===== config.mk =====
export PLATFORM = sky130hd
export DESIGN_NAME = ordered_alarm_queue
export DESIGN_NICKNAME = d
export VERILOG_FILES = /design/src/rtl/core/oaq_pkg.sv /design/src/rtl/core/oaq_ram.sv /design/src/rtl/core/oaq_ctrl.sv /design/src/rtl/core/oaq_out.sv /design/src/rtl/core/ordered_alarm_queue.sv
export SDC_FILE = /design/constraint.sdc
export NUM_CORES = 2
export LEC_CHECK = 0
export ABC_CLOCK_PERIOD_IN_PS = 7900
export BUFFER_PORTS_ARGS = -buffer_cell sky130_fd_sc_hd__buf_2
export CAP_MARGIN = 25
export CORE_UTILIZATION = 40
export DETAILED_ROUTE_END_ITERATION = 10
export PLACE_DENSITY = 0.59
export SETUP_SLACK_MARGIN = 0.02
export SKIP_CTS_REPAIR_TIMING = 1
export SLEW_MARGIN = 20
export SYNTH_ARGS = -nofsm -noshare
export SYNTH_HDL_FRONTEND = slang
export SYNTH_SLANG_ARGS = --single-unit

===== constraint.sdc =====
create_clock -name clk_i -period 7.9 [get_ports clk_i]
set_clock_uncertainty 0.15 [all_clocks]
set_input_delay 0.79 -clock clk_i [delete_from_list [all_inputs] [get_ports clk_i]]
set_output_delay 0.79 -clock clk_i [all_outputs]
set_load 0.01 [all_outputs]

===== src/rtl/core/oaq_pkg.sv =====
// Package for the ordered alarm queue: sizes, command and result codes,
// controller states and the types shared by the queue modules.
// No dependencies.
`default_nettype none

package oaq_pkg;

  localparam int AlarmSlots = 16;
  localparam int SlotW      = $clog2(AlarmSlots);
  localparam int HandleW    = 4;
  localparam int TimeW      = 63;
  localparam int TagW       = 16;
  localparam int SeqW       = 32;
  localparam int DataW      = 88;

  typedef enum logic [1:0] {
    KIND_ADD       = 2'd0,
    KIND_CANCEL    = 2'd1,
    KIND_SET_TIME  = 2'd2,
    KIND_READ_TIME = 2'd3
  } oaq_kind_e;

  typedef enum logic [2:0] {
    RES_QUEUED    = 3'd0,
    RES_FIRED     = 3'd1,
    RES_CANCELLED = 3'd2,
    RES_NOT_FOUND = 3'd3,
    RES_TIME      = 3'd4,
    RES_FULL      = 3'd5
  } oaq_res_e;

  typedef enum logic [2:0] {
    ST_IDLE,
    ST_DECODE,
    ST_CANCEL_RD,
    ST_SCAN,
    ST_SCAN_TAIL,
    ST_SCAN_DONE,
    ST_EMIT
  } oaq_state_e;

  typedef struct packed {
    oaq_res_e             event_res;
    logic [HandleW-1:0]   slot;
    logic [TagW-1:0]      tag;
    logic [TimeW-1:0]     time_now;
    logic                 last;
  } oaq_res_t;

  typedef struct packed {
    logic [SeqW-1:0]  seq;
    logic [TagW-1:0]  tag;
    logic [TimeW-1:0] wake;
  } oaq_entry_t;

  localparam int EntryW = $bits(oaq_entry_t);

endpackage

`default_nettype wire


===== src/rtl/core/oaq_ram.sv =====
// Generic simple dual-port RAM: one write port, one read port, registered read.
// No dependencies.
`default_nettype none

module oaq_ram #(
  parameter int Width = 8,
  parameter int Depth = 16
) (
  input  wire logic                     clk_i,
  input  wire logic                     we_i,
  input  wire logic [$clog2(Depth)-1:0] waddr_i,
  input  wire logic [Width-1:0]         wdata_i,
  input  wire logic                     re_i,
  input  wire logic [$clog2(Depth)-1:0] raddr_i,
  output logic      [Width-1:0]         rdata_o
);

  logic [Width-1:0] mem_q [Depth];
  logic [Width-1:0] rdata_q;

  always_ff @(posedge clk_i) begin
    if (we_i) begin
      mem_q[waddr_i] <= wdata_i;
    end
    if (re_i) begin
      rdata_q <= mem_q[raddr_i];
    end
  end

  assign rdata_o = rdata_q;

endmodule

`default_nettype wire


===== src/rtl/core/oaq_ctrl.sv =====
// Alarm queue controller: command decode, slot valid bits, current time,
// sequence counter and the minimum scan over the alarm RAM.
// Depends on oaq_pkg and oaq_ram.
`default_nettype none

module oaq_ctrl import oaq_pkg::*; (
  input  wire logic               clk_i,
  input  wire logic               rst_ni,
  input  wire logic               cmd_valid_i,
  output logic                    cmd_ready_o,
  input  wire oaq_kind_e          cmd_kind_i,
  input  wire logic [TimeW-1:0]   cmd_time_i,
  input  wire logic [TagW-1:0]    cmd_tag_i,
  input  wire logic [HandleW-1:0] cmd_handle_i,
  output logic                    res_valid_o,
  input  wire logic               res_ready_i,
  output oaq_res_t                res_o
);

  oaq_state_e state_q, state_d;

  logic [TimeW-1:0]      now_q, now_d;
  logic [SeqW-1:0]       seq_q, seq_d;
  logic [AlarmSlots-1:0] valid_q, valid_d;

  oaq_kind_e          kind_q, kind_d;
  logic [TimeW-1:0]   tval_q, tval_d;
  logic [TagW-1:0]    tag_q, tag_d;
  logic [HandleW-1:0] handle_q, handle_d;
  oaq_res_t           res_q, res_d;

  logic [SlotW-1:0] idx_q, idx_d;
  logic             pipe_act_q, pipe_act_d;
  logic             pipe_vld_q, pipe_vld_d;
  logic [SlotW-1:0] pipe_idx_q, pipe_idx_d;
  logic             best_found_q, best_found_d;
  logic [TimeW-1:0] best_wake_q, best_wake_d;
  logic [SeqW-1:0]  best_seq_q, best_seq_d;
  logic [TagW-1:0]  best_tag_q, best_tag_d;
  logic [SlotW-1:0] best_idx_q, best_idx_d;

  logic             ram_we, ram_re;
  logic [SlotW-1:0] ram_waddr, ram_raddr;
  oaq_entry_t       ram_wdata, ram_rdata;

  logic             free_any;
  logic [SlotW-1:0] free_idx;
  logic [SlotW-1:0] hidx;
  logic             hit;
  logic             better;
  logic             fire;
  logic             scan_last;

  oaq_ram #(
    .Width(EntryW),
    .Depth(AlarmSlots)
  ) u_ram (
    .clk_i  (clk_i),
    .we_i   (ram_we),
    .waddr_i(ram_waddr),
    .wdata_i(ram_wdata),
    .re_i   (ram_re),
    .raddr_i(ram_raddr),
    .rdata_o(ram_rdata)
  );

  // Lowest free slot.
  always_comb begin
    free_any = 1'b0;
    free_idx = '0;
    for (int i = AlarmSlots - 1; i >= 0; i--) begin
      if (!valid_q[i]) begin
        free_any = 1'b1;
        free_idx = SlotW'(i);
      end
    end
  end

  assign hidx      = SlotW'(handle_q);
  assign hit       = (int'(handle_q) < AlarmSlots) && valid_q[hidx];
  assign scan_last = (idx_q == SlotW'(AlarmSlots - 1));
  assign fire      = best_found_q && (best_wake_q <= tval_q);

  // A candidate wins on an earlier wakeup, or on the same wakeup with a lower sequence.
  assign better = !best_found_q || (ram_rdata.wake < best_wake_q) ||
                  ((ram_rdata.wake == best_wake_q) && (ram_rdata.seq < best_seq_q));

  always_comb begin
    state_d = state_q;
    unique case (state_q)
      ST_IDLE: begin
        if (cmd_valid_i) begin
          state_d = ST_DECODE;
        end
      end
      ST_DECODE: begin
        if (kind_q == KIND_SET_TIME) begin
          state_d = ST_SCAN;
        end else if (kind_q == KIND_CANCEL && hit) begin
          state_d = ST_CANCEL_RD;
        end else begin
          state_d = ST_EMIT;
        end
      end
      ST_CANCEL_RD: state_d = ST_EMIT;
      ST_SCAN: begin
        if (scan_last) begin
          state_d = ST_SCAN_TAIL;
        end
      end
      ST_SCAN_TAIL: state_d = ST_SCAN_DONE;
      ST_SCAN_DONE: state_d = ST_EMIT;
      ST_EMIT: begin
        if (res_ready_i) begin
          state_d = res_q.last ? ST_IDLE : ST_SCAN;
        end
      end
      default: state_d = ST_IDLE;
    endcase
  end

  always_comb begin
    now_d        = now_q;
    seq_d        = seq_q;
    valid_d      = valid_q;
    kind_d       = kind_q;
    tval_d       = tval_q;
    tag_d        = tag_q;
    handle_d     = handle_q;
    res_d        = res_q;
    idx_d        = idx_q;
    best_found_d = best_found_q;
    best_wake_d  = best_wake_q;
    best_seq_d   = best_seq_q;
    best_tag_d   = best_tag_q;
    best_idx_d   = best_idx_q;
    ram_we       = 1'b0;
    ram_re       = 1'b0;
    ram_waddr    = free_idx;
    ram_raddr    = idx_q;
    ram_wdata    = '{seq: seq_q, tag: tag_q, wake: tval_q};

    pipe_act_d = (state_q == ST_SCAN);
    pipe_vld_d = valid_q[idx_q];
    pipe_idx_d = idx_q;

    // Compare stage of the scan, one slot per cycle behind the RAM read.
    if (pipe_act_q && pipe_vld_q && better) begin
      best_found_d = 1'b1;
      best_wake_d  = ram_rdata.wake;
      best_seq_d   = ram_rdata.seq;
      best_tag_d   = ram_rdata.tag;
      best_idx_d   = pipe_idx_q;
    end

    unique case (state_q)
      ST_IDLE: begin
        if (cmd_valid_i) begin
          kind_d   = cmd_kind_i;
          tval_d   = cmd_time_i;
          tag_d    = cmd_tag_i;
          handle_d = cmd_handle_i;
        end
      end
      ST_DECODE: begin
        unique case (kind_q)
          KIND_ADD: begin
            if (tval_q <= now_q) begin
              res_d = '{event_res: RES_FIRED, slot: '0, tag: tag_q,
                        time_now: now_q, last: 1'b1};
            end else if (!free_any) begin
              res_d = '{event_res: RES_FULL, slot: '0, tag: tag_q,
                        time_now: now_q, last: 1'b1};
            end else begin
              ram_we            = 1'b1;
              valid_d[free_idx] = 1'b1;
              seq_d             = seq_q + SeqW'(1);
              res_d = '{event_res: RES_QUEUED, slot: HandleW'(free_idx), tag: tag_q,
                        time_now: now_q, last: 1'b1};
            end
          end
          KIND_CANCEL: begin
            if (hit) begin
              ram_re        = 1'b1;
              ram_raddr     = hidx;
              valid_d[hidx] = 1'b0;
            end else begin
              res_d = '{event_res: RES_NOT_FOUND, slot: '0, tag: '0,
                        time_now: now_q, last: 1'b1};
            end
          end
          KIND_SET_TIME: begin
            idx_d        = '0;
            best_found_d = 1'b0;
          end
          KIND_READ_TIME: begin
            res_d = '{event_res: RES_TIME, slot: '0, tag: '0,
                      time_now: now_q, last: 1'b1};
          end
          default: ;
        endcase
      end
      ST_CANCEL_RD: begin
        res_d = '{event_res: RES_CANCELLED, slot: handle_q, tag: ram_rdata.tag,
                  time_now: now_q, last: 1'b1};
      end
      ST_SCAN: begin
        ram_re = 1'b1;
        if (!scan_last) begin
          idx_d = idx_q + SlotW'(1);
        end
      end
      ST_SCAN_TAIL: ;
      ST_SCAN_DONE: begin
        if (fire) begin
          valid_d[best_idx_q] = 1'b0;
          now_d               = best_wake_q;
          res_d = '{event_res: RES_FIRED, slot: HandleW'(best_idx_q), tag: best_tag_q,
                    time_now: best_wake_q, last: 1'b0};
        end else begin
          now_d = (tval_q > now_q) ? tval_q : now_q;
          res_d = '{event_res: RES_TIME, slot: '0, tag: '0,
                    time_now: now_d, last: 1'b1};
        end
      end
      ST_EMIT: begin
        // After a firing the whole table is scanned again.
        if (res_ready_i && !res_q.last) begin
          idx_d        = '0;
          best_found_d = 1'b0;
        end
      end
      default: ;
    endcase
  end

  always_ff @(posedge clk_i or negedge rst_ni) begin
    if (!rst_ni) begin
      state_q      <= ST_IDLE;
      now_q        <= '0;
      seq_q        <= '0;
      valid_q      <= '0;
      idx_q        <= '0;
      pipe_act_q   <= 1'b0;
      best_found_q <= 1'b0;
    end else begin
      state_q      <= state_d;
      now_q        <= now_d;
      seq_q        <= seq_d;
      valid_q      <= valid_d;
      idx_q        <= idx_d;
      pipe_act_q   <= pipe_act_d;
      best_found_q <= best_found_d;
    end
  end

  always_ff @(posedge clk_i) begin
    kind_q      <= kind_d;
    tval_q      <= tval_d;
    tag_q       <= tag_d;
    handle_q    <= handle_d;
    res_q       <= res_d;
    pipe_vld_q  <= pipe_vld_d;
    pipe_idx_q  <= pipe_idx_d;
    best_wake_q <= best_wake_d;
    best_seq_q  <= best_seq_d;
    best_tag_q  <= best_tag_d;
    best_idx_q  <= best_idx_d;
  end

  assign cmd_ready_o = (state_q == ST_IDLE);
  assign res_valid_o = (state_q == ST_EMIT);
  assign res_o       = res_q;

`ifndef SYNTHESIS
  a_time_monotonic: assert property (@(posedge clk_i) disable iff (!rst_ni)
    1'b1 |=> now_q >= $past(now_q))
    else $error("current time moved back");

  a_one_add_per_cycle: assert property (@(posedge clk_i) disable iff (!rst_ni)
    1'b1 |=> $countones(valid_q) <= $countones($past(valid_q)) + 1)
    else $error("more than one slot filled in a cycle");

  a_fired_slot_freed: assert property (@(posedge clk_i) disable iff (!rst_ni)
    (state_q == ST_SCAN_DONE) && fire |=> !valid_q[$past(best_idx_q)])
    else $error("fired alarm still pending");

  a_emit_holds: assert property (@(posedge clk_i) disable iff (!rst_ni)
    (state_q == ST_EMIT) && !res_ready_i |=> (state_q == ST_EMIT) && $stable(res_q))
    else $error("pending result lost");
`endif

endmodule

`default_nettype wire


===== src/rtl/core/oaq_out.sv =====
// Output register stage of the alarm queue: holds one result and packs it
// onto the master stream. Depends on oaq_pkg.
`default_nettype none

module oaq_out import oaq_pkg::*; (
  input  wire logic              clk_i,
  input  wire logic              rst_ni,
  input  wire logic              res_valid_i,
  output logic                   res_ready_o,
  input  wire oaq_res_t          res_i,
  output logic                   m_axis_tvalid,
  input  wire logic              m_axis_tready,
  output logic      [DataW-1:0]  m_axis_tdata,
  output logic      [2:0]        m_axis_tuser,
  output logic                   m_axis_tlast
);

  logic     out_vld_q, out_vld_d;
  oaq_res_t out_res_q;
  logic     load;

  assign res_ready_o = !out_vld_q || m_axis_tready;
  assign load        = res_valid_i && res_ready_o;

  always_comb begin
    out_vld_d = out_vld_q;
    if (load) begin
      out_vld_d = 1'b1;
    end else if (m_axis_tready) begin
      out_vld_d = 1'b0;
    end
  end

  always_ff @(posedge clk_i or negedge rst_ni) begin
    if (!rst_ni) begin
      out_vld_q <= 1'b0;
    end else begin
      out_vld_q <= out_vld_d;
    end
  end

  always_ff @(posedge clk_i) begin
    if (load) begin
      out_res_q <= res_i;
    end
  end

  assign m_axis_tvalid = out_vld_q;
  assign m_axis_tuser  = out_res_q.event_res;
  assign m_axis_tlast  = out_res_q.last;
  assign m_axis_tdata  = DataW'({out_res_q.time_now, out_res_q.tag, out_res_q.slot});

endmodule

`default_nettype wire


===== src/rtl/core/ordered_alarm_queue.sv =====
// Ordered alarm queue top level. Add, cancel and read time give one result each and
// take the next command once that result has been passed to the output stage.
// Set time is decoded first, then the RAM is scanned once per fired alarm and once
// again for the closing time report: every result needs a full minimum scan of the RAM.
// Reset empties the table and clears time and sequence; the alarm RAM is not cleared.
// Depends on oaq_pkg, oaq_ctrl, oaq_out and oaq_ram.
`default_nettype none

module ordered_alarm_queue import oaq_pkg::*; (
  input  wire logic             clk_i,
  input  wire logic             rst_ni,
  input  wire logic             s_axis_tvalid,
  output logic                  s_axis_tready,
  // {pad, alarm_handle[82:79], alarm_tag[78:63], time_value[62:0]}
  input  wire logic [DataW-1:0] s_axis_tdata,
  // kind
  input  wire logic [1:0]       s_axis_tuser,
  output logic                  m_axis_tvalid,
  input  wire logic             m_axis_tready,
  // {pad, time_now[82:20], tag_out[19:4], slot[3:0]}
  output logic      [DataW-1:0] m_axis_tdata,
  // event_res
  output logic      [2:0]       m_axis_tuser,
  output logic                  m_axis_tlast
);

  logic     res_valid, res_ready;
  oaq_res_t res;

  oaq_ctrl u_ctrl (
    .clk_i       (clk_i),
    .rst_ni      (rst_ni),
    .cmd_valid_i (s_axis_tvalid),
    .cmd_ready_o (s_axis_tready),
    .cmd_kind_i  (oaq_kind_e'(s_axis_tuser)),
    .cmd_time_i  (s_axis_tdata[TimeW-1:0]),
    .cmd_tag_i   (s_axis_tdata[TimeW+TagW-1:TimeW]),
    .cmd_handle_i(s_axis_tdata[TimeW+TagW+HandleW-1:TimeW+TagW]),
    .res_valid_o (res_valid),
    .res_ready_i (res_ready),
    .res_o       (res)
  );

  oaq_out u_out (
    .clk_i        (clk_i),
    .rst_ni       (rst_ni),
    .res_valid_i  (res_valid),
    .res_ready_o  (res_ready),
    .res_i        (res),
    .m_axis_tvalid(m_axis_tvalid),
    .m_axis_tready(m_axis_tready),
    .m_axis_tdata (m_axis_tdata),
    .m_axis_tuser (m_axis_tuser),
    .m_axis_tlast (m_axis_tlast)
  );

endmodule

`default_nettype wire


After elaboration in Yosys (flattened, before gate mapping)
Memory sizes are Yosys's and may differ from the RTL's. A register that Yosys moved wholly into a read port is not among the register bits.
Cells that the tools add are included.
- multiplexer cells: 85
- $lt $le $gt $ge: 12
- eq/ne operators: 24
- add/subtract/negate cells: 2
- bitwise operators: 6
- reduce and logical (&&, ||, !) cells: 29
- operators by type and width (kind ; count):
    case mux 87 bit (3 select lines) ; 2
    two-way mux 87 bit ; 4
    <= comparator 63 bit ; 2
    two-way mux 63 bit ; 2
    two-way mux 4 bit ; 22
    two-way mux 16 bit ; 4
    case mux 16 bit (2 select lines) ; 2
    equality test 63 bit ; 1
    greater-than comparator 63 bit ; 1
    less-than comparator 63 bit ; 1
    two-way mux 1 bit ; 34
    adder 32 x 1 -> 32 bit (second input constant) ; 1
    AND 16 bit ; 2
    less-than comparator 32 bit ; 1
    inverter 16 bit ; 2
    less-than comparator 4 x 5 -> 1 bit (second input constant) ; 4
    case mux 3 bit (6 select lines) ; 1
    bitwise OR 16 bit ; 1
    two-way mux 3 bit ; 5
    demux 1 bit (select 4 bit) ; 3
    >= comparator 4 x 1 -> 1 bit (second input constant) ; 3
    case mux 4 bit (3 select lines) ; 1
    logical AND 1 bit ; 10
    != test 2 bit (second input constant) ; 5
    other kinds (26) ; 44
- input bits: 94
- output and inout bits: 94
- logic and storage cells: 187
- memories: 1
- register bits: 500
- RAM bits: 1776
- memories (name ; depth ; width ; read ports ; clocked after Yosys merged registers in ; wr ports ; RTL line ; text):
    u_ctrl.u_ram.mem_q ; 16 ; 111 ; 1 ; 1 ; 1 ; oaq_ram.sv:18 ; logic [Width-1:0] mem_q [Depth];

Logic depth before layout (Yosys ltp)
- depth after elaboration: 25
- mapped depth: 14
- gate-level depth less buffers: 11

Modules after synthesis
From an unflattened synthesis, not the netlist that was laid out.
- cells, all modules: 4818
- area, all modules: 94194.1 um^2
- modules (own cells, without submodules) (module ; seq. area each (um^2) ; area an instance (um^2) ; cells each ; times used):
    oaq_ram ; 56664.3 ; 69623.0 ; 2838 ; 1
    oaq_ctrl ; 11721.2 ; 21863.5 ; 1883 ; 1
    oaq_out ; 2637.5 ; 2707.6 ; 97 ; 1

Least setup slack after synthesis
No wires, ideal clock.
- path type: reg-to-reg
- from: register u_ctrl.tval_q[62]
- to: memory u_ctrl.u_ram.mem_q[11][0] in the netlist's numbering, enable pin
- setup slack: -98 ps
- required time: 7167 ps
- stages on the path, launching flop included: 11
- buffers on the path: 1
- library setup time: 583 ps
- arrival time: 7265 ps
- clock period less this slack: 7998 ps
- cell sequence: edfxtp_1 ha_1 nand4_1 nor4_1 inv_1 o211a_1 a21o_1 nor3_1 clkbuf_1 nand3_1 nor2_1
- word-level cells in the longest chain between the ends: 6
- ends and longest elaborated chain (item ; RTL line ; text):
    start: declaration ; oaq_ctrl.sv:27 ; logic [TimeW-1:0] tval_q, tval_d;
    start signal: assignment ; oaq_ctrl.sv:259 ; tval_q <= tval_d;
    <= comparator 63 bit ; oaq_ctrl.sv:168 ; if (tval_q <= now_q) begin
    two-way mux 1 bit ; oaq_ctrl.sv:168 ;
    two-way mux 1 bit ; oaq_ctrl.sv:166 ; unique case (kind_q)
    two-way mux 1 bit ; oaq_ctrl.sv:156 ; unique case (state_q)
    two-way mux 1 bit ; oaq_ram.sv:22 ; if (we_i) begin
    two-way mux 1 bit (not written as such) ; oaq_ram.sv:23 ; mem_q[waddr_i] <= wdata_i;
    end: declaration ; oaq_ram.sv:18 ;
Every way passes these cells.

Worst setup path in the final report
- from: register u_ctrl.tval_q[62]
- to: memory u_ctrl.u_ram.mem_q[14][57] in the netlist's numbering, enable pin
The elaborated chain is that of the path after synthesis.

==> results.md <==
* Worst rel slew slack at 24.26%
* First-pass GRT wire length at 350600 µm
* GRT Overall Usage at between 20% and 30%
* Total CTS buffers at 232
* HP Start: s_axis_tdata[57]
* Ys async rst share at 5.069%
* TritonRoute pass-1 iters at 8
* DP HPWL at 126300 µm
* R2R Path Start: u_ctrl.tval_q[62]
* Fin crit period at 6.335 ns
* Lkg Pwr at 39.89 nW
* Final core occ at between 40% and 50%
* Placer Congestion at 0.7933
* Worst path arrival time at approximately 6.7 ns
* Vias/cell at 5.631
* Share of the yosys chip area belonging to registers at 74.85%
* Max-slew violations at 0
* CTS Sinks at 2387
* Critical path startpoint: u_ctrl.tval_q[62]
* Port Buffers at 177
* Design Power at 0.03486 W
* Wirelength per Cell at 26.80 µm
* Synth Register Bits at 2387
* Share of cells above drive strength 1 at between 10% and 20%
* Mapped Cells at around 5500
* Die area at about 0.24 mm²
* Area of the mapped netlist at 0.09489 mm²
* Cell chain of the critical path: ha_1, nand4_1, nor4_1, inv_1, o211ai_1, nor4_1, nor3_2, buf_4, nand3b_1, nor2_4, buf_4
* Most common cell after layout, fill and taps aside: edfxtp_1
* Critical Path Fanout Max at 31
* Area Overhead vs Synth at 14.53%
* CTS tree: done
* Row Count at 178
* Max-cap viol count at 0
* Starting Density at 40.31%
* Worst Tran Pin Value at 1.136 ns
* Pwr Density at 320.8 mW/mm²
* Setup TNS at 0 ns
* Number of library cell types mapped by synthesis at 70
* Vias in the first global route at 49957
* Crit path required time at ~8.2 ns
* Reg clk slew, reported paths at 0.06 ns
* GRT Residual Overflow at 0
* Min-Delay Path Class: input pin to register
* Final wirelength at 246200 µm
* Crit path max-delay cell type: nor4_1
* CP Class: register to register
* Worst vdd ir at 0.0004848 V
* Depth of the CTS H-tree at 4
* Fin nets at 6135
* Worst setup EP type: register
* Clock Latency Late Sink at 0.91 ns
* Max Fclk at ~0.16 GHz
* Core area at 0.2354 mm²
* Startpoint Class: register
* Syn Area/Cell at roughly 17 µm²
* Number of I/O pins at 188
* Bufs on Longest Clock Path at 3
* Hold Worst Slack at 0.03799 ns
* CP peak stage delay at 0.99 ns
* 1st-iter DRT viols at between 5000 and 6000
* Most used DFF post-synth: edfxtp_1
* CTS root buf: clkbuf_16
* Initial antenna violation count at 11
* Die Height at 489.1 µm
* DRC violations left at 0
* Status: completed
* Final period util at 80.19%
* EDFF count, synth at approximately 2300
* Synthesis Warnings at 0
* Setup violators final at 0
* Number of routed nets with antenna violations at 0
* DR vias at 51722
* Final hold violation count at 0
* Most frequent cells in the layout: 2261 x edfxtp_1, 890 x mux2i_1, 450 x o22ai_1, 256 x inv_1, 232 x clkbuf_16
* RSZ-0062 raised after global routing: false
* Die span in x at 489.1 µm
* Pin count of the biggest net entering global routing at 147
==> logic make-up (layout without fill, tap and decap cells) <==
| logic type | after synthesis | in the layout | share of synthesized area [%] |
|---|---|---|---|
| compound gates | 882 | 882 | 6.523 |
| xor+xnor | 33 | 33 | 0.3046 |
| fa+ha+maj | 222 | 222 | 2.927 |
| buf+inv | 545 | 1057 | 2.466 |
| flops | 2387 | 2387 | 74.85 |
| mux | 902 | 902 | 9.648 |
| other cells | 1 | 11 | 0.003952 |
| simple gates | 542 | 542 | 3.279 |
==> report_power, final <==
| group | internal (W) | switching [W] | leakage, nW | total (W) |
|---|---|---|---|---|
| registers | 0.0154 | 0.000933 | 21.5 | 0.0163 |
| logic | 0.00282 | 0.00452 | 14.6 | 0.00734 |
| clock network | 0.00638 | 0.00486 | 3.77 | 0.0112 |
==> state kept, by name (all words and copies together) (netlist names), 16 cells and up <==
| register | flops |
|---|---|
| u_ctrl.tag_q | 16 |
| u_ctrl.u_ram.rdata_o | 111 |
| u_out.m_axis_tdata | 83 |
| u_ctrl.u_ram.mem_q | 1776 |
| u_ctrl.now_q | 63 |
| u_ctrl.best_wake_q | 63 |
| u_ctrl.best_tag_q | 16 |
| u_ctrl.best_seq_q | 32 |
| u_ctrl.tval_q | 63 |
| u_ctrl.seq_q | 32 |
| u_ctrl.res_o | 87 |
| u_ctrl.valid_q | 16 |
==> area by class of cell <==
class,instances,area [µm²]
fillers,20031,126700
flip-flops and latches,2387,71020
multi-input cells,2586,21850
clock buffers,309,6275
well taps,3150,3941
repair buffers,355,3064
clock inverters,136,1538
inverters,257,967.2
diodes,6,15.01
==> Yosys cell counts, drive strengths merged (22+ instances only) <==
cell,count,share of area [%]
edfxtp,2261,72
mux2i,891,9.4
o22ai,450,3.0
inv,257,1.0
ha,222,2.9
buf,165,0.96
a221o,131,1.4
clkbuf,123,0.49
or4,122,0.97
dfrtp,121,3.2
nor3,91,0.48
a21oi,70,0.37
nand4,68,0.45
nand2,67,0.27
o21ai,62,0.33
nor2,56,0.22
nand3,47,0.25
a21o,31,0.25
xnor2,28,0.26
nor4,22,0.16
==> worst max-delay path, delay by kind of cell, from the launching register on <==
family	cells	cell delay (ns)
AO/OA/AOI/OAI	1	0.58
adder cells (fa/ha/maj)	1	0.44
buffers and inverters	3	1.18
flip-flops	1	0.65
AND/OR/NAND/NOR	6	2.87
==> metrics by stage <==
step | setup slack (ns) | instances | cell area (µm²)
finish | 1.565 | 9186 | 108700
global placement | 1.797 | 8653 | 100000
CTS | 1.722 | 9098 | 107800
floorplan | -0.09774 | 5518 | 94910
detailed placement | 1.739 | 8653 | 100000
global route | 1.510 | 9181 | 108700
==> per-layer routing <==
| metal | GRT usage (%) | wire length (µm) |
|---|---|---|
| met5 | 0 | 13 |
| met4 | 4.770 | 4755 |
| met3 | 2.931 | 14290 |
| met2 | 33.11 | 118400 |
| met1 | 28.38 | 108800 |
==> final timing paths <==
check	end	slack (ns)	depth (start not counted)
worst max-delay path	u_ctrl.u_ram.mem_q[14][57]	1.57	11
worst min-delay path	u_ctrl.tval_q[57]	0.04	1
worst max register to register	u_ctrl.u_ram.mem_q[14][57]	1.57	11
worst min register to register	u_ctrl.best_idx_q[1]	0.25	0
max in group asynchronous	u_ctrl.now_q[3]	5.65	3
min in group asynchronous	u_ctrl.now_q[16]	0.45	2
Note: power is estimated with default switching activity, not from simulation.
